==> src/rtl/eic_pkg.sv <==
// ----------------------------------------------------------------------------
// eic_pkg: shared types for the expiring increment counter
// Holds the pending table word layout and the command and status bundles
// that join the controller to the datapath.
// ----------------------------------------------------------------------------
package eic_pkg;

  localparam int unsigned TOTAL_W    = 32;
  localparam int unsigned STEP_W     = 8;
  localparam int unsigned LIFE_W     = 32;
  localparam int unsigned COUNT_W    = 16;

  localparam logic OP_ADD  = 1'b0;
  localparam logic OP_TICK = 1'b1;

  typedef struct packed {
    logic [LIFE_W-1:0] remaining;
    logic [STEP_W-1:0] amount;
  } eic_entry_t;

  typedef struct packed {
    logic load_in;     // capture the input beat
    logic clr_rej;     // clear the reject flag
    logic scan_clear;  // reset the slot counter
    logic scan_next;   // advance the slot counter
    logic add_total;   // permanent step goes straight into the total
    logic alloc;       // claim the slot under the counter
    logic set_rej;     // table full, flag the beat as rejected
    logic tick_issue;  // read the slot under the counter and advance
    logic out_load;    // load the result register
  } eic_cmd_t;

  typedef struct packed {
    logic is_tick;
    logic is_keep;
    logic life_zero;
    logic scan_end;
    logic slot_free;
    logic wb_busy;
    logic out_free;
  } eic_sts_t;

endpackage

==> src/rtl/eic_ctrl.sv <==
// ----------------------------------------------------------------------------
// eic_ctrl: sequencer for the expiring increment counter
// Walks each beat through decode, a slot search or a table sweep, and the
// hand-off into the result register.
// ----------------------------------------------------------------------------
module eic_ctrl (
  input  logic              clk,
  input  logic              rst,
  input  logic              in_valid,
  output logic              in_ready,
  input  eic_pkg::eic_sts_t sts,
  output eic_pkg::eic_cmd_t cmd
);
  import eic_pkg::*;

  localparam logic [2:0] S_IDLE     = 3'd0;
  localparam logic [2:0] S_DISPATCH = 3'd1;
  localparam logic [2:0] S_ADD      = 3'd2;
  localparam logic [2:0] S_TICK     = 3'd3;
  localparam logic [2:0] S_FIN      = 3'd4;

  logic [2:0] state;
  logic [2:0] state_next;

  assign in_ready = (state == S_IDLE);

  always_comb begin
    cmd        = '0;
    state_next = state;
    case (state)
      S_IDLE: begin
        if (in_valid) begin
          cmd.load_in = 1'b1;
          state_next   = S_DISPATCH;
        end
      end
      S_DISPATCH: begin
        cmd.clr_rej = 1'b1;
        if (sts.is_tick) begin
          cmd.scan_clear = 1'b1;
          state_next     = S_TICK;
        end else if (sts.is_keep) begin
          cmd.add_total = 1'b1;
          state_next    = S_FIN;
        end else if (sts.life_zero) begin
          state_next = S_FIN;
        end else begin
          cmd.scan_clear = 1'b1;
          state_next     = S_ADD;
        end
      end
      S_ADD: begin
        if (sts.scan_end) begin
          cmd.set_rej = 1'b1;
          state_next  = S_FIN;
        end else if (sts.slot_free) begin
          cmd.alloc  = 1'b1;
          state_next = S_FIN;
        end else begin
          cmd.scan_next = 1'b1;
        end
      end
      S_TICK: begin
        if (!sts.scan_end) begin
          cmd.tick_issue = 1'b1;
        end else if (!sts.wb_busy) begin
          state_next = S_FIN;
        end
      end
      S_FIN: begin
        if (sts.out_free) begin
          cmd.out_load = 1'b1;
          state_next   = S_IDLE;
        end
      end
      default: begin
        state_next = S_IDLE;
      end
    endcase
  end

  always_ff @(posedge clk) begin
    if (rst) begin
      state <= S_IDLE;
    end else begin
      state <= state_next;
    end
  end

endmodule

==> src/rtl/eic_dpath.sv <==
// ----------------------------------------------------------------------------
// eic_dpath: datapath of the expiring increment counter
// Holds the running total, the pending table (valid flags in flip-flops,
// lifetimes and steps in a single-port-write memory) and the result register.
// ----------------------------------------------------------------------------
module eic_dpath #(
  parameter int unsigned PENDING_ENTRIES = 16
) (
  input  logic                           clk,
  input  logic                           rst,
  input  eic_pkg::eic_cmd_t              cmd,
  output eic_pkg::eic_sts_t              sts,
  input  logic                           opcode,
  input  logic [eic_pkg::STEP_W-1:0]     step,
  input  logic [eic_pkg::LIFE_W-1:0]     lifetime,
  input  logic                           permanent,
  output logic                           out_valid,
  input  logic                           out_ready,
  output logic [eic_pkg::COUNT_W-1:0]    count,
  output logic                           rejected
);
  import eic_pkg::*;

  localparam int unsigned IW = (PENDING_ENTRIES > 1) ? $clog2(PENDING_ENTRIES) : 1;
  localparam int unsigned CW = $clog2(PENDING_ENTRIES + 1);

  logic                 op_q;
  logic [STEP_W-1:0]    step_q;
  logic [LIFE_W-1:0]    life_q;
  logic                 keep_q;

  logic [TOTAL_W-1:0]   total;
  logic                 rej;
  logic [CW-1:0]        cnt;
  logic [IW-1:0]        idx;
  logic [PENDING_ENTRIES-1:0] valid;

  eic_entry_t           mem [PENDING_ENTRIES];
  eic_entry_t           rd_q;
  logic                 p_valid;
  logic [IW-1:0]        p_addr;

  logic                 wb_live;
  logic [LIFE_W-1:0]    rem_dec;
  logic                 expire;

  assign idx     = cnt[IW-1:0];
  assign wb_live = p_valid && valid[p_addr];
  assign rem_dec = rd_q.remaining - LIFE_W'(1);
  assign expire  = wb_live && (rem_dec == '0);

  assign sts.is_tick   = (op_q == OP_TICK);
  assign sts.is_keep   = keep_q;
  assign sts.life_zero = (life_q == '0);
  assign sts.scan_end  = (cnt == CW'(PENDING_ENTRIES));
  assign sts.slot_free = !valid[idx];
  assign sts.wb_busy   = p_valid;
  assign sts.out_free  = !out_valid || out_ready;

  // Captured beat.
  always_ff @(posedge clk) begin
    if (cmd.load_in) begin
      op_q   <= opcode;
      step_q <= step;
      life_q <= lifetime;
      keep_q <= permanent;
    end
  end

  // Slot counter and read pipeline flag.
  always_ff @(posedge clk) begin
    if (rst) begin
      cnt     <= '0;
      p_valid <= 1'b0;
    end else begin
      if (cmd.scan_clear) begin
        cnt <= '0;
      end else if (cmd.scan_next || cmd.tick_issue) begin
        cnt <= cnt + CW'(1);
      end
      p_valid <= cmd.tick_issue;
    end
  end

  always_ff @(posedge clk) begin
    if (cmd.tick_issue) begin
      p_addr <= idx;
    end
  end

  // Table memory: one read port for the sweep, one write port.
  always_ff @(posedge clk) begin
    if (cmd.tick_issue) begin
      rd_q <= mem[idx];
    end
    if (cmd.alloc) begin
      mem[idx] <= '{remaining: life_q, amount: step_q};
    end else if (wb_live) begin
      mem[p_addr] <= '{remaining: rem_dec, amount: rd_q.amount};
    end
  end

  // Valid flags, total and reject flag.
  always_ff @(posedge clk) begin
    if (rst) begin
      valid <= '0;
      total <= '0;
      rej   <= 1'b0;
    end else begin
      if (cmd.alloc) begin
        valid[idx] <= 1'b1;
      end else if (expire) begin
        valid[p_addr] <= 1'b0;
      end
      if (cmd.add_total || cmd.alloc) begin
        total <= total + TOTAL_W'(step_q);
      end else if (expire) begin
        total <= total - TOTAL_W'(rd_q.amount);
      end
      if (cmd.clr_rej) begin
        rej <= 1'b0;
      end else if (cmd.set_rej) begin
        rej <= 1'b1;
      end
    end
  end

  // Result register.
  always_ff @(posedge clk) begin
    if (rst) begin
      out_valid <= 1'b0;
    end else if (cmd.out_load) begin
      out_valid <= 1'b1;
    end else if (out_ready) begin
      out_valid <= 1'b0;
    end
  end

  always_ff @(posedge clk) begin
    if (cmd.out_load) begin
      count    <= total[COUNT_W-1:0];
      rejected <= rej;
    end
  end

endmodule

==> src/rtl/expiring_increment_counter.sv <==
// ----------------------------------------------------------------------------
// expiring_increment_counter: running total with expiring increments
// A permanent or zero-lifetime add goes from decode straight to the result
// register; an expiring add first searches the table one slot per cycle
// for the lowest free slot, and a tick first sweeps every slot in the same way.
// A new beat is taken only after the previous result has been loaded. Reset
// empties the table and clears the total; no clearing pass.
// ----------------------------------------------------------------------------
module expiring_increment_counter #(
  parameter int unsigned PENDING_ENTRIES = 16
) (
  input  logic                        clk,
  input  logic                        rst,
  input  logic                        in_valid,
  output logic                        in_ready,
  input  logic                        opcode,
  input  logic [eic_pkg::STEP_W-1:0]  step,
  input  logic [eic_pkg::LIFE_W-1:0]  lifetime,
  input  logic                        permanent,
  output logic                        out_valid,
  input  logic                        out_ready,
  output logic [eic_pkg::COUNT_W-1:0] count,
  output logic                        rejected
);
  import eic_pkg::*;

  // The controller only sequences; all state that the result depends on
  // lives in the datapath.
  eic_cmd_t cmd;
  eic_sts_t sts;

  // An input beat is taken only in the idle state, but the result register
  // is separate, so a new beat can be taken while the previous result is
  // still waiting for the consumer.
  eic_ctrl u_ctrl (
    .clk      (clk),
    .rst      (rst),
    .in_valid (in_valid),
    .in_ready (in_ready),
    .sts      (sts),
    .cmd      (cmd)
  );

  // The expiring add searches the valid flags from slot zero upwards, so the
  // lowest free slot is taken. A tick sweeps every slot through a registered
  // memory read, with the decremented lifetime written back in the following cycle.
  eic_dpath #(
    .PENDING_ENTRIES (PENDING_ENTRIES)
  ) u_dpath (
    .clk       (clk),
    .rst       (rst),
    .cmd       (cmd),
    .sts       (sts),
    .opcode    (opcode),
    .step      (step),
    .lifetime  (lifetime),
    .permanent (permanent),
    .out_valid (out_valid),
    .out_ready (out_ready),
    .count     (count),
    .rejected  (rejected)
  );

  // A slot is claimed only when it is free and the search is still in range.
  a_alloc_free: assert property (@(posedge clk) disable iff (rst)
    cmd.alloc |-> (sts.slot_free && !sts.scan_end))
    else $error("slot claimed while occupied or beyond the table");

  // The sweep never reads beyond the last slot.
  a_sweep_range: assert property (@(posedge clk) disable iff (rst)
    cmd.tick_issue |-> !sts.scan_end)
    else $error("table sweep ran past the last slot");

  // A result is loaded only when the result register can take it.
  a_out_room: assert property (@(posedge clk) disable iff (rst)
    cmd.out_load |-> sts.out_free)
    else $error("result register overwritten before it was taken");

  // Once a beat is taken the block is busy in the following cycle.
  a_busy_after_accept: assert property (@(posedge clk) disable iff (rst)
    (in_valid && in_ready) |=> !in_ready)
    else $error("second beat accepted while the first was in progress");

endmodule

==> config.mk <==
export PLATFORM = sky130hd
export DESIGN_NAME = expiring_increment_counter
export DESIGN_NICKNAME = d
export VERILOG_FILES = /design/src/rtl/eic_pkg.sv /design/src/rtl/eic_ctrl.sv /design/src/rtl/eic_dpath.sv /design/src/rtl/expiring_increment_counter.sv
export SDC_FILE = /design/constraint.sdc
export NUM_CORES = 1
export LEC_CHECK = 0
export BUFFER_PORTS_ARGS = -buffer_cell sky130_fd_sc_hd__buf_2
export CORE_MARGIN = 4
export CORE_UTILIZATION = 45
export DETAILED_ROUTE_END_ITERATION = 8
export MAX_ROUTING_LAYER = met4
export PLACE_DENSITY_LB_ADDON = 0.15
export REMOVE_ABC_BUFFERS = 1
export SETUP_SLACK_MARGIN = 0.5
export SLEW_MARGIN = 15
export SYNTH_ARGS = -nofsm -noshare
export SYNTH_HDL_FRONTEND = slang
export SYNTH_SLANG_ARGS = --single-unit
==> constraint.sdc <==
create_clock -name clk -period 6.5 [get_ports clk]
set_input_delay 0 -clock clk [delete_from_list [all_inputs] [get_ports clk]]
set_output_delay 0 -clock clk [all_outputs]
set_load 0.05 [all_outputs]
==> out/metrics.yaml <==
run_status:
  status: "finished clean"
route:
  route.detailed.drc: 0
  vias: 16923
  wl_met2_mm: 36.62
  viasPerCell: 5.874
  highest_layer: "met4"
  dr.pass1.iters: 5
  drt-met1-wl_mm: 33.09
  wl_per_cell_um: 26.44
  ant_nets: 0
  drt-initial-drc-count: 1650
  wirelength_mm: 76.18
  wl_met3_mm: 4.459
final_layout:
  register_area_um2: 23180
  drive_gt1_share_pct: 25.97
  fin_util_pct: 52.63
  area_delta_synth_final_pct: 15.53
  multi_input_area_um2: 8522
  fillers: 5572
  n_antenna_cell: 0
  layoutNonFillerInstCount: 2881
  layout.nets: 1941
sta:
  tightestPinTransition_ns: 1.128
  fin_crit_ns: 5.255
  finalSetupViolations: 0
  rsz0062_at_grt: "false"
  hold_violations: 0
  slew_viol_final: 0
  tns_ns: 0
  relSlewSlack_pct: 24.46
  fin_skew_ns: 0.02039
  worst_hold_slack_ns: 0.05598
  timing.fmax_ghz: 0.1903
  fin_crit_sh_pct: 80.84
synthesis:
  yosysUniqueCellTypes: 76
  synth-main-ff-cell: "edfxtp_1"
  synth_edf_count: 743
  ys.warnings.count: 0
  synth_area_um2: 32010
  synthArstFlopShare_pct: 0
  syn_avg_cell_area_um2: 18.78
  synth-seq-area-share_pct: 72.39
  ys_seq_elements: 786
  syn_inst: 1704
die:
  die_w_um: 274.7
  core_um2: 70270
  rows: 97
  fp.dieH_um: 274.7
  die-area_um2: 75460
  start_util_pct: 45.55
  io_pins: 65
global_routing:
  grt.total_usage_pct: 21.12
  grt_remaining_overflow: 0
  grt_max_degree: 62
  grt_pass1_vias: 17256
  antenna_found_initial: 1
  grt_pass1_wl_mm: 114.0
power_and_ir_drop:
  p_leak_nw: 11.55
  p_per_area_nw_per_um2: 326.5
  power_frac_seq_pct: 49.6
  netSwitchingFraction_pct: 23.74
  p_comb_share_pct: 10.6
  clockPowerShare_pct: 39.8
  power_mw: 12.07
  worst_ir_drop_vdd_uv: 291.6
  internal_power_mw: 9.208
  p_switching_mw: 2.866
cts:
  cts_tree: "yes"
  clk_latency_ns: 0.64
  clock_path_buffers: 3
  clock-root-buffer: "clkbuf_16"
  clock-sinks: 786
  cts_buffers: 85
  cts_resized: 0
  path_clk_slew_ns: 0.06
  cts_max_level: 3
setup_path:
  critical_path_class: "flip-flop to flip-flop"
  end_kind: "flip-flop"
  critPathLaunchType: "flip-flop"
  cp_max_fo: 44
  worstPathRequired_ns: 7.06
  arrival_ns: 5.81
placed_design:
  io_buffers: 64
  placedCellCount: 2678
  dp_hpwl_mm: 42.74
  place.gp.congestion: 0.8599
worst_hold_path:
  min_path_type: "input port to flip-flop"
flow_run:
  maxCapViolations: 0
synthesized netlist by cell type, drive strengths merged, types with 24 or more instances:
cell type	number	area share (%)
nor4	25	0.53
nor2	77	0.90
ha	24	0.94
xnor2	33	0.90
a21oi	46	0.72
dfxtp	43	2.7
nor3	40	0.69
mux4	207	15
buf	27	0.44
clkbuf	66	0.77
o21ai	65	1.0
edfxtp	743	70
nand2	83	0.97
path summary, 6_finish.rpt:
| kind | startpoint | endpoint | slack [ns] | cells past startpoint |
|---|---|---|---|---|
| worst max-delay path | u_dpath.cnt[1] | u_dpath.total[14] | 1.25 | 17 |
| worst min-delay path | in_valid | u_ctrl.state[0] | 0.06 | 6 |
| worst max register to register | u_dpath.cnt[1] | u_dpath.total[14] | 1.25 | 17 |
| worst min register to register | u_dpath.rej | u_dpath.rejected | 0.47 | 0 |
state kept, by name, indices dropped and copies added (netlist names), 3 cells and up:
signal          flops
u_dpath.rd_q       40
u_dpath.count      16
u_dpath.cnt         5
u_ctrl.state        3
u_dpath.valid      16
u_dpath.life_q     32
u_dpath.total      16
u_dpath.mem       640
u_dpath.p_addr      4
u_dpath.step_q      8
metal layers:
metal	up-vias	global-route usage, %
li1	7350	-
met1	8890	29.41
met2	547	32.91
met3	136	3.471
met4	0	5.594
met5	-	-
metrics by stage:
step           worst slack [ns]  area (um^2)
2_1_floorplan            -6.116        31620
5_1_grt                  0.8219        36980
3_5_place_dp              1.364        33730
3_3_place_gp              1.396        33730
4_1_cts                   1.325        36970
6_report                  1.245        36980
cells in the final DEF (no fill, tap or decap), types with 21 or more instances in the layout:
cell,synthesis,routed
edfxtp_1,743,743
nand3_1,21,21
o21ai_0,58,55
nor2_1,77,61
nor4_1,23,23
clkbuf_16,0,85
buf_2,7,64
dlygate4sd3_1,0,45
mux4_2,207,207
ha_1,24,24
dfxtp_1,43,40
xnor2_1,33,33
buf_4,0,63
nor3_1,37,37
a21oi_1,46,45
nand2_1,83,83
power groups by stage:
stage          sequential [mW]  combinational [mW]  clock, mW
2_1_floorplan             6.12               0.854          0
3_3_place_gp              6.10                1.24          0
3_5_place_dp              6.10                1.26          0
4_1_cts                   5.99                1.29       4.90
5_1_grt                   6.00                1.42       5.14
6_report                  5.99                1.28       4.81
logic make-up after synthesis:
logic type | after synthesis | synth area share (%)
AO/OA/AOI/OAI | 195 | 3.881
flip-flops | 786 | 72.39
AND/OR/NAND/NOR | 328 | 5.269
multiplexers | 214 | 14.80
XOR/XNOR | 45 | 1.231
buffers and inverters | 111 | 1.423
adder cells (fa/ha/maj) | 25 | 1.001
critical path, cell delays in order (launching register included):
cell       delay [ns]
dfxtp_4          0.43
buf_4            0.54
inv_1            0.22
ha_1             0.35
nand3_1          0.12
nand2_1          0.13
o21ai_2          0.39
o21ai_0          0.16
ha_1             0.27
fa_1             0.45
a21o_1           0.19
a21o_1           0.21
a2111oi_0        0.79
nor3_1           0.19
nor3_1           0.27
o21ai_0          0.13
a22o_1           0.18
a21oi_1          0.13
final cells by class:
type / count / share of cell area, %
Inverter: 18 / 0.1861
Timing Repair Buffer: 172 / 3.363
Tap cell: 940 / 3.180
Sequential cell: 786 / 62.68
Clock inverter: 53 / 1.590
Multi-Input combinational cell: 807 / 23.04
Clock buffer: 105 / 5.955
repair_timing:
| action | 4_1_cts | 5_1_grt |
|---|---|---|
| setup buffers | 0 | 0 |
| setup endpoints to repair | 0 | 0 |
| endpoints found under the hold margin | 68 | 0 |
| hold buffers | 45 | 0 |
Power figures use the tool's default switching activity.
